--- src/rtl/core/stpr_pkg.sv ---
// Shared types and constants for the trapezoidal step-clock generator.
// Used by the controller, the datapath and the top level; no dependencies.
package stpr_pkg;

  localparam int STEP_FIELD_W = 32;
  localparam int CFG_W        = 16;
  localparam int CFG_IDX_W    = 2;

  localparam logic [1:0] REQ_TICK = 2'd0;
  localparam logic [1:0] REQ_ADD  = 2'd1;
  localparam logic [1:0] REQ_CMD  = 2'd2;

  localparam logic [7:0] CMD_FWD  = 8'h46;
  localparam logic [7:0] CMD_BWD  = 8'h42;
  localparam logic [7:0] CMD_STOP = 8'h53;

  localparam logic [CFG_IDX_W-1:0] CFG_SLOWEST = 2'd0;
  localparam logic [CFG_IDX_W-1:0] CFG_FASTEST = 2'd1;
  localparam logic [CFG_IDX_W-1:0] CFG_RAMP    = 2'd2;
  localparam logic [CFG_IDX_W-1:0] CFG_FWD_CW  = 2'd3;

  localparam logic [CFG_W-1:0] SLOWEST_RST = 16'd4000;
  localparam logic [CFG_W-1:0] FASTEST_RST = 16'd500;
  localparam logic [CFG_W-1:0] RAMP_RST    = 16'd10;
  localparam logic             FWD_CW_RST  = 1'b1;

  typedef enum logic [2:0] {
    ST_IDLE,
    ST_EXEC,
    ST_MUL,
    ST_EVAL,
    ST_DONE
  } stpr_state_t;

  typedef struct packed {
    logic load_item;
    logic exec;
    logic mul;
    logic eval;
    logic out_load;
  } stpr_cmd_t;

  typedef struct packed {
    logic step_due;
    logic out_free;
  } stpr_status_t;

endpackage

--- src/rtl/core/stepper_trapezoid_ramp.sv ---
// Step-clock generator with a trapezoidal speed ramp for a stepper driver.
// Input words are timer ticks, add-steps requests or command bytes ('F', 'B',
// 'S'); every input word yields exactly one output word reporting the clock
// level, direction level, running flag, step flag, period and steps left.
// The input channel is taken when in_valid is high and in_stall is low; the
// output channel hands over a word when out_valid is high and out_stall is low.
// Configuration is written through cfg_write_en, cfg_index and cfg_wdata; the
// user must write it only while the block is idle; the block itself has no check for this.
// An ordinary word passes through the EXEC and DONE states to out_valid; a tick
// that completes a step also passes through MUL and EVAL, the braking-distance
// multiplier and the ramp evaluation. One word is worked on at a time, so the
// next word is accepted only after the sequencer has returned to IDLE.
// The output register lets the next word be accepted while a result waits; if
// the receiver keeps stalling, the block holds its next result and stalls its
// input in turn.
// Reset (synchronous, active low) restores the register defaults, stops the
// motor, clears the step count and sets the direction level high.
module stepper_trapezoid_ramp
  import stpr_pkg::*;
#(
  parameter int PERIOD_BITS = 16,
  parameter int COUNT_BITS  = 32
) (
  input  logic                    clk,
  input  logic                    rst_n,
  input  logic                    in_valid,
  output logic                    in_stall,
  input  logic [1:0]              in_req_type,
  input  logic [STEP_FIELD_W-1:0] in_step_count,
  input  logic [7:0]              in_command_byte,
  input  logic                    cfg_write_en,
  input  logic [CFG_IDX_W-1:0]    cfg_index,
  input  logic [CFG_W-1:0]        cfg_wdata,
  output logic                    out_valid,
  input  logic                    out_stall,
  output logic                    out_motor_clock,
  output logic                    out_direction_level,
  output logic                    out_is_running,
  output logic                    out_step_taken,
  output logic [PERIOD_BITS-1:0]  out_current_period,
  output logic [COUNT_BITS-1:0]   out_steps_left
);

  stpr_cmd_t    cmd;
  stpr_status_t status;

  stpr_ctrl u_ctrl (
    .clk      (clk),
    .rst_n    (rst_n),
    .in_valid (in_valid),
    .in_stall (in_stall),
    .status   (status),
    .cmd      (cmd)
  );

  stpr_dp #(
    .PERIOD_BITS (PERIOD_BITS),
    .COUNT_BITS  (COUNT_BITS)
  ) u_dp (
    .clk                 (clk),
    .rst_n               (rst_n),
    .cmd                 (cmd),
    .status              (status),
    .in_req_type         (in_req_type),
    .in_step_count       (in_step_count),
    .in_command_byte     (in_command_byte),
    .cfg_write_en        (cfg_write_en),
    .cfg_index           (cfg_index),
    .cfg_wdata           (cfg_wdata),
    .out_valid           (out_valid),
    .out_stall           (out_stall),
    .out_motor_clock     (out_motor_clock),
    .out_direction_level (out_direction_level),
    .out_is_running      (out_is_running),
    .out_step_taken      (out_step_taken),
    .out_current_period  (out_current_period),
    .out_steps_left      (out_steps_left)
  );

endmodule

--- src/rtl/core/stpr_ctrl.sv ---
// Sequencing state machine for the step-clock generator.
// Depends on stpr_pkg; drives the datapath through stpr_cmd_t.
module stpr_ctrl
  import stpr_pkg::*;
(
  input  logic         clk,
  input  logic         rst_n,
  input  logic         in_valid,
  output logic         in_stall,
  input  stpr_status_t status,
  output stpr_cmd_t    cmd
);

  stpr_state_t state_r, state_nxt;

  always_ff @(posedge clk) begin
    if (!rst_n) begin
      state_r <= ST_IDLE;
    end else begin
      state_r <= state_nxt;
    end
  end

  always_comb begin
    state_nxt = state_r;
    case (state_r)
      ST_IDLE: begin
        if (in_valid) state_nxt = ST_EXEC;
      end
      ST_EXEC: begin
        state_nxt = status.step_due ? ST_MUL : ST_DONE;
      end
      ST_MUL:  state_nxt = ST_EVAL;
      ST_EVAL: state_nxt = ST_DONE;
      ST_DONE: begin
        if (status.out_free) state_nxt = ST_IDLE;
      end
      default: state_nxt = ST_IDLE;
    endcase
  end

  always_comb begin
    cmd      = '0;
    in_stall = 1'b1;
    case (state_r)
      ST_IDLE: begin
        in_stall      = 1'b0;
        cmd.load_item = in_valid;
      end
      ST_EXEC: cmd.exec = 1'b1;
      ST_MUL:  cmd.mul  = 1'b1;
      ST_EVAL: cmd.eval = 1'b1;
      ST_DONE: cmd.out_load = status.out_free;
      default: in_stall = 1'b1;
    endcase
  end

endmodule

--- src/rtl/core/stpr_dp.sv ---
// Datapath of the step-clock generator: configuration, motion state,
// braking-distance multiply and the output word register. Depends on stpr_pkg.
module stpr_dp
  import stpr_pkg::*;
#(
  parameter int PERIOD_BITS = 16,
  parameter int COUNT_BITS  = 32
) (
  input  logic                    clk,
  input  logic                    rst_n,
  input  stpr_cmd_t               cmd,
  output stpr_status_t            status,
  input  logic [1:0]              in_req_type,
  input  logic [STEP_FIELD_W-1:0] in_step_count,
  input  logic [7:0]              in_command_byte,
  input  logic                    cfg_write_en,
  input  logic [CFG_IDX_W-1:0]    cfg_index,
  input  logic [CFG_W-1:0]        cfg_wdata,
  output logic                    out_valid,
  input  logic                    out_stall,
  output logic                    out_motor_clock,
  output logic                    out_direction_level,
  output logic                    out_is_running,
  output logic                    out_step_taken,
  output logic [PERIOD_BITS-1:0]  out_current_period,
  output logic [COUNT_BITS-1:0]   out_steps_left
);

  localparam int PROD_W = COUNT_BITS + PERIOD_BITS;

  // Configuration registers.
  logic [CFG_W-1:0] slowest_r, fastest_r, ramp_r;
  logic             fwd_cw_r;

  always_ff @(posedge clk) begin
    if (!rst_n) begin
      slowest_r <= SLOWEST_RST;
      fastest_r <= FASTEST_RST;
      ramp_r    <= RAMP_RST;
      fwd_cw_r  <= FWD_CW_RST;
    end else if (cfg_write_en) begin
      case (cfg_index)
        CFG_SLOWEST: slowest_r <= cfg_wdata;
        CFG_FASTEST: fastest_r <= cfg_wdata;
        CFG_RAMP:    ramp_r    <= cfg_wdata;
        CFG_FWD_CW:  fwd_cw_r  <= cfg_wdata[0];
        default:     slowest_r <= slowest_r;
      endcase
    end
  end

  // Register values brought to the period width (zero-extend or truncate).
  logic [PERIOD_BITS+CFG_W-1:0] slow_ext, fast_ext, ramp_ext, slow_rst_ext;
  logic [PERIOD_BITS-1:0]       slow, fast, inc_raw, inc, slow_rst;

  assign slow_ext     = {{PERIOD_BITS{1'b0}}, slowest_r};
  assign fast_ext     = {{PERIOD_BITS{1'b0}}, fastest_r};
  assign ramp_ext     = {{PERIOD_BITS{1'b0}}, ramp_r};
  assign slow_rst_ext = {{PERIOD_BITS{1'b0}}, SLOWEST_RST};
  assign slow         = slow_ext[PERIOD_BITS-1:0];
  assign fast         = fast_ext[PERIOD_BITS-1:0];
  assign inc_raw      = ramp_ext[PERIOD_BITS-1:0];
  assign slow_rst     = slow_rst_ext[PERIOD_BITS-1:0];
  assign inc          = (inc_raw == '0) ? PERIOD_BITS'(1) : inc_raw;

  // Captured input word.
  logic [1:0]            req_r;
  logic [COUNT_BITS-1:0] count_r;
  logic [7:0]            cmdb_r;

  always_ff @(posedge clk) begin
    if (cmd.load_item) begin
      req_r   <= in_req_type;
      count_r <= in_step_count[COUNT_BITS-1:0];
      cmdb_r  <= in_command_byte;
    end
  end

  // Motion state.
  logic [PERIOD_BITS-1:0] period_r, period_nxt;
  logic [COUNT_BITS-1:0]  remain_r, remain_nxt;
  logic [PERIOD_BITS-1:0] tick_r, tick_nxt;
  logic half_r, half_nxt, clk_lvl_r, clk_lvl_nxt, dir_r, dir_nxt;
  logic run_r, run_nxt, stop_r, stop_nxt, rev_r, rev_nxt;
  logic stepped_r, stepped_nxt;
  logic [PROD_W-1:0]      prod_r;
  logic [PERIOD_BITS-1:0] diff_r;

  logic [PERIOD_BITS-1:0] tick_inc;
  logic                   tick_fire;
  logic [COUNT_BITS:0]    add_sum;
  logic [PERIOD_BITS:0]   up_sum;
  logic [PERIOD_BITS-1:0] period_up, period_down;
  logic                   brake_near;

  assign tick_inc   = (tick_r != '1) ? tick_r + PERIOD_BITS'(1) : tick_r;
  assign tick_fire  = run_r && (req_r == REQ_TICK) && (tick_inc >= period_r);
  assign add_sum    = {1'b0, remain_r} + {1'b0, count_r};
  assign up_sum     = {1'b0, period_r} + {1'b0, inc};
  assign period_up  = up_sum[PERIOD_BITS] ? '1 : up_sum[PERIOD_BITS-1:0];
  assign period_down = (period_r > inc) ? period_r - inc : '0;
  // remaining <= (slow - period) / inc, rewritten as remaining * inc <= slow - period.
  assign brake_near = (period_r < slow) && (prod_r <= {{COUNT_BITS{1'b0}}, diff_r});

  assign status.step_due = tick_fire && half_r;

  always_comb begin
    period_nxt  = period_r;
    remain_nxt  = remain_r;
    tick_nxt    = tick_r;
    half_nxt    = half_r;
    clk_lvl_nxt = clk_lvl_r;
    dir_nxt     = dir_r;
    run_nxt     = run_r;
    stop_nxt    = stop_r;
    rev_nxt     = rev_r;
    stepped_nxt = stepped_r;

    if (cmd.exec) begin
      stepped_nxt = 1'b0;
      case (req_r)
        REQ_TICK: begin
          if (run_r) begin
            if (tick_fire) begin
              tick_nxt    = '0;
              clk_lvl_nxt = ~clk_lvl_r;
              half_nxt    = ~half_r;
              stepped_nxt = half_r;
            end else begin
              tick_nxt = tick_inc;
            end
          end
        end
        REQ_ADD: begin
          remain_nxt = add_sum[COUNT_BITS] ? '1 : add_sum[COUNT_BITS-1:0];
          if (!run_r && (remain_nxt != '0)) run_nxt = 1'b1;
        end
        REQ_CMD: begin
          case (cmdb_r)
            CMD_FWD:  if (dir_r != fwd_cw_r) rev_nxt = 1'b1;
            CMD_BWD:  if (dir_r == fwd_cw_r) rev_nxt = 1'b1;
            CMD_STOP: begin
              stop_nxt   = 1'b1;
              remain_nxt = '0;
            end
            default: rev_nxt = rev_r;
          endcase
        end
        default: run_nxt = run_r;
      endcase
    end

    if (cmd.eval) begin
      if (rev_r) begin
        if (period_r < slow) begin
          period_nxt = period_up;
        end else begin
          period_nxt = slow;
          dir_nxt    = ~dir_r;
          rev_nxt    = 1'b0;
        end
      end else if (stop_r) begin
        if (period_r < slow) begin
          period_nxt = period_up;
        end else begin
          run_nxt    = 1'b0;
          stop_nxt   = 1'b0;
          period_nxt = slow;
        end
      end else if (remain_r == '0) begin
        run_nxt    = 1'b0;
        stop_nxt   = 1'b0;
        period_nxt = slow;
      end else if (brake_near) begin
        period_nxt = period_up;
      end else if (period_r > fast) begin
        period_nxt = period_down;
      end
      if (remain_r != '0) remain_nxt = remain_r - COUNT_BITS'(1);
    end
  end

  always_ff @(posedge clk) begin
    if (!rst_n) begin
      period_r  <= slow_rst;
      remain_r  <= '0;
      tick_r    <= '0;
      half_r    <= 1'b0;
      clk_lvl_r <= 1'b0;
      dir_r     <= FWD_CW_RST;
      run_r     <= 1'b0;
      stop_r    <= 1'b0;
      rev_r     <= 1'b0;
      stepped_r <= 1'b0;
    end else begin
      period_r  <= period_nxt;
      remain_r  <= remain_nxt;
      tick_r    <= tick_nxt;
      half_r    <= half_nxt;
      clk_lvl_r <= clk_lvl_nxt;
      dir_r     <= dir_nxt;
      run_r     <= run_nxt;
      stop_r    <= stop_nxt;
      rev_r     <= rev_nxt;
      stepped_r <= stepped_nxt;
    end
  end

  // Braking-distance product, registered ahead of the compare.
  always_ff @(posedge clk) begin
    if (cmd.mul) begin
      prod_r <= PROD_W'(remain_r) * PROD_W'(inc);
      diff_r <= slow - period_r;
    end
  end

  // Output word register; a new word may be prepared while this one waits.
  logic out_valid_r;

  assign status.out_free = !out_valid_r || !out_stall;
  assign out_valid       = out_valid_r;

  always_ff @(posedge clk) begin
    if (!rst_n) begin
      out_valid_r <= 1'b0;
    end else if (cmd.out_load) begin
      out_valid_r <= 1'b1;
    end else if (!out_stall) begin
      out_valid_r <= 1'b0;
    end
  end

  always_ff @(posedge clk) begin
    if (cmd.out_load) begin
      out_motor_clock     <= clk_lvl_r;
      out_direction_level <= dir_r;
      out_is_running      <= run_r;
      out_step_taken      <= stepped_r;
      out_current_period  <= period_r;
      out_steps_left      <= remain_r;
    end
  end

endmodule
--- config.mk ---
export PLATFORM = sky130hd
export DESIGN_NAME = stepper_trapezoid_ramp
export DESIGN_NICKNAME = d
export VERILOG_FILES = /design/src/rtl/core/stpr_pkg.sv /design/src/rtl/core/stepper_trapezoid_ramp.sv /design/src/rtl/core/stpr_ctrl.sv /design/src/rtl/core/stpr_dp.sv
export SDC_FILE = /design/constraint.sdc
export NUM_CORES = 2
export LEC_CHECK = 0
export ABC_AREA = 1
export BUFFER_PORTS_ARGS = -buffer_cell sky130_fd_sc_hd__buf_2
export CAP_MARGIN = 10
export CORE_AREA = 2 2 302 304
export DETAILED_ROUTE_END_ITERATION = 7
export DIE_AREA = 0 0 304 306
export GPL_TIMING_DRIVEN = 0
export PLACE_DENSITY = 0.54
export SYNTH_ARGS = -nofsm -noshare
export SYNTH_HDL_FRONTEND = slang
export SYNTH_HIERARCHICAL = 1
export SYNTH_SLANG_ARGS = --single-unit
--- constraint.sdc ---
create_clock -name clk -period 8.05 [get_ports clk]
set_input_delay 0 -clock clk [delete_from_list [all_inputs] [get_ports clk]]
set_output_delay 0 -clock clk [all_outputs]
set_load 0.05 [all_outputs]
==> results by group <==
Worst hold path
  – Hold Path Depth: 2
  – Min-Delay Startpoint: in_step_count[21]
  – Hold Path Class: in2reg

GRT
  – Overall Global Routing Usage: 25.1%
  – Total global routing overflow: 0
  – First-pass GRT wire length: 179 mm
  – Vias in the first global route: 30,200
  – Maximum number of pins on one net before global-route repair: 40
  – Initial antenna violation count: 0

Timing
  – F_max: around 130 MHz
  – Fin crit period: 7.70 ns
  – WHS: between 0.1 and 0.15 ns
  – Slew @ Worst Pin: between 0.9 and 1 ns
  – Final hold viol count: 0
  – Period utilization: between 90% and 100%
  – Skew final: around 0.037 ns
  – Setup_tns: 0 ns
  – Finish-stage setup viols: 0
  – RSZ-0062 raised after global routing: false
  – Max transition margin: a little over a third
  – Final Slew Violations: 0

Pwr
  – Internal power: 2740 uW
  – Sw Ratio: 33.0%
  – Power Dens Cells: around 110 nW/um^2
  – Clk pwr share: 39.3%
  – VDD IR max: 0.000120 V
  – Combinational power share: between 20% and 30%
  – Total leakage power: 0.0199 uW
  – Net Switching: approximately 1400 uW
  – Sequential share of power: about 40%

Synthesis
  – Mapped Area: between 30,000 and 40,000 um^2
  – Post-synthesis async set-or-reset flop share: 0%
  – Net count after synthesis: 5,336
  – Cells after synthesis: about 4,600
  – Largest area contributor in the netlist: fa_1
  – Sequential-to-total area share from yosys stat: about a fifth
  – Post-Synth XOR/XNOR Area: ~2.9%
  – Post-synth EDFFs: roughly 160
  – Mux cell area share after synthesis: less than 1%
  – Share of the synthesized area in the top cell type: around a quarter
  – Top FF cell, synth: edfxtp_1
  – Compound-cell area share of the yosys netlist: ~8.7%
  – Synth unique cells: between 50 and 60
  – Simple-Gate Fraction of Synth Area: around a fifth
  – Mean post-synth cell area: between 7 and 8 um^2
  – Synth warn: 6
  – Top cells by count, synth: nand2_1 (1,170), inv_1 (1,037), fa_1 (422)
  – Dominant cell by count in the synthesized netlist: nand2_1
  – Main combinational cell family by area after synthesis: adder cells
  – Synth top area cells: fa_1 (24%), edfxtp_1 (14%), nand2_1 (13%)
  – Yosys reg bits: approximately 280
  – Post-Synth Adder-Cell Area: approximately 34%

Placement
  – Dpl hpwl: 94.9 mm
  – PortBufs: 118
  – Dpl cell area: between 30,000 and 40,000 um^2
  – Placed Instances: approximately 5,900
  – Gp weighted congestion: around 0.97

Route
  – DR pass1 iterations: 6
  – Drt wl/cell: ~19 um
  – Routed wire length: between 100 and 150 mm
  – ANT nets after route: 0
  – DRC: 0
  – Via density: ~5.0
  – Vias: between 30,000 and 40,000
  – DRT iter0 DRCs: 2,234

Critical path
  – R2r worst-path depth: 24
  – Worst setup startpoint: u_dp/remain_r[9]
  – Reg2Reg Setup Slack: approximately 0.35 ns
  – Setup crit end kind: flip-flop
  – Critical Path AT: around 8 ns
  – Startpoint types: flip-flop
  – Reg2reg start: u_dp/remain_r[9]
  – Worst Setup Path Type: reg2reg
  – Crit Path Max Fanout: 10
  – Data required, critical path: ~8.4 ns

Clock tree
  – Clk_lat worst skew: slightly below 0.6 ns
  – Clk sinks: between 200 and 300
  – Number of CTS-inserted buffers: 36
  – Htree depth: 2
  – CTS tree: built
  – CTS Root Cell: clkbuf_16
  – Clock Tree Buf Depth: 3
  – Post-CTS Setup Repair Bufs: 0
  – Clock transition at the registers of the reported paths: about 0.07 ns

Cells and area
  – Antenna Cells: 0
  – Fill cell count: 9,256
  – Synthesis-to-layout area growth: 11.5%
  – Nets: 5,563
  – Final Cell Area: ~39,000 um^2
  – Fin cells: 6,025
  – Share of layout cells above drive strength 1: 5.44%

Floorplanning
  – Die height: 306 um
  – Die extent in x: a little over 300 um
  – IO Count: ~120
  – Area of the core: 89,600 um^2
  – Die ar.: between 90,000 and 100,000 um^2
  – Initial Util: between 30% and 40%
  – Core Rows: 110

Run
  – Max cap viols: 0

Status
  – Outcome: completed
==> critical path, cell delays in order, from the launching register on <==
cell and delay (ns):
dfxtp_1 0.59, clkbuf_1 0.56, clkbuf_2 0.43, nand2_1 0.13, fa_1 0.52, fa_1 0.49, fa_1 0.54, inv_1 0.05
fa_1 0.49, fa_1 0.49, inv_1 0.05, fa_1 0.49, inv_1 0.05, ha_1 0.49, nand2_1 0.24, nor2_1 0.21
nand3_1 0.10, nand3_1 0.28, a21oi_1 0.17, o21ai_1 0.25, nand2_1 0.09, nand2_1 0.14, nand3_1 0.13, o21ai_1 0.31
xor2_1 0.12
==> kinds of logic after synthesis <==
kind of cell    count (synthesis)
flops                         282
buf+inv                      1248
simple gates                 1733
compound gates                541
fa+ha+maj                     676
mux                             1
xor+xnor                      114
==> path summary, 6_finish.rpt <==
kind / endpoint
max: u_dp/prod_r[41]
min reg2reg: u_dp/out_step_taken
max reg2reg: u_dp/prod_r[41]
min: u_dp/count_r[21]
==> power by group through the flow <==
stage | sequential [uW] | combinational, uW | clock [uW]
after floorplan | 1650 | 536 | 0
after global placement | 1640 | 838 | 0
after detailed placement | 1630 | 845 | 0
after CTS | 1600 | 875 | 1660
after global routing | 1610 | 977 | 1710
final | 1600 | 883 | 1610
==> layer usage <==
metal / wire [um] / share of wire (%) / GRT usage (%) / vias up
met4: 3960 / 3.4 / 8.19 / 0
met1: 51400 / 45 / 34.3 / 14800
met2: 52800 / 46 / 41.4 / 945
met5: 0 / 0 / 0 / -
met3: 6620 / 5.8 / 2.74 / 162
li1: - / - / - / 14500
==> what timing repair did <==
action | 4_1_cts | 5_1_grt
setup endpoints to repair | 0 | 7
endpoints found under the hold margin | 118 | 0
resized for setup | 0 | 13
hold buffers | 70 | 0
==> layout make-up <==
cell class	instances	area [um^2]	area share [%]
clock inverters	15	139	0.359
repair buffers	191	1350	3.50
plain buffers	195	815	2.11
clock buffers	50	1020	2.65
inverters	1051	3950	10.2
multi-input cells	3065	22700	58.7
flip-flops and latches	282	7230	18.7
well taps	1176	1470	3.81
==> cell usage in the layout (no fill, tap or decap), drive strengths merged, types with 20 or more instances in the layout <==
cell / count
a21oi: 299
a221oi: 20
buf: 166
clkbuf: 200
dfxtp: 124
dlygate4sd3: 70
edfxtp: 158
fa: 422
ha: 254
inv: 1052
nand2: 1177
nand3: 128
nand4: 33
nor2: 306
nor3: 55
o21ai: 139
xnor2: 36
xor2: 78
==> registers in the layout, summed over array words and instances, names as in the netlist, 2 cells and up <==
register and flops:
u_dp/prod_r 48, u_dp/count_r 32, u_dp/out_steps_left 32, u_dp/remain_r 32, u_dp/diff_r 16, u_dp/fast 16
u_dp/inc_raw 16, u_dp/out_current_period 16, u_dp/period_r 16, u_dp/slow 16, u_dp/tick_r 16, u_dp/cmdb_r 8
u_ctrl/state_r 3, u_dp/req_r 2
==> stage by stage <==
| stage | setup WS, ns | total power (uW) | utilization [%] |
|---|---|---|---|
| 2_1_floorplan | 2.07 | 2180 | - |
| 3_3_place_gp | 0.164 | 2480 | 41.0 |
| 3_5_place_dp | 0.160 | 2480 | 41.1 |
| 4_1_cts | 0.169 | 4140 | 43.1 |
| 5_1_grt | 0.00597 | 4300 | 43.1 |
| 6_report | 0.350 | 4090 | 43.1 |
Power figures use the tool's default switching activity.
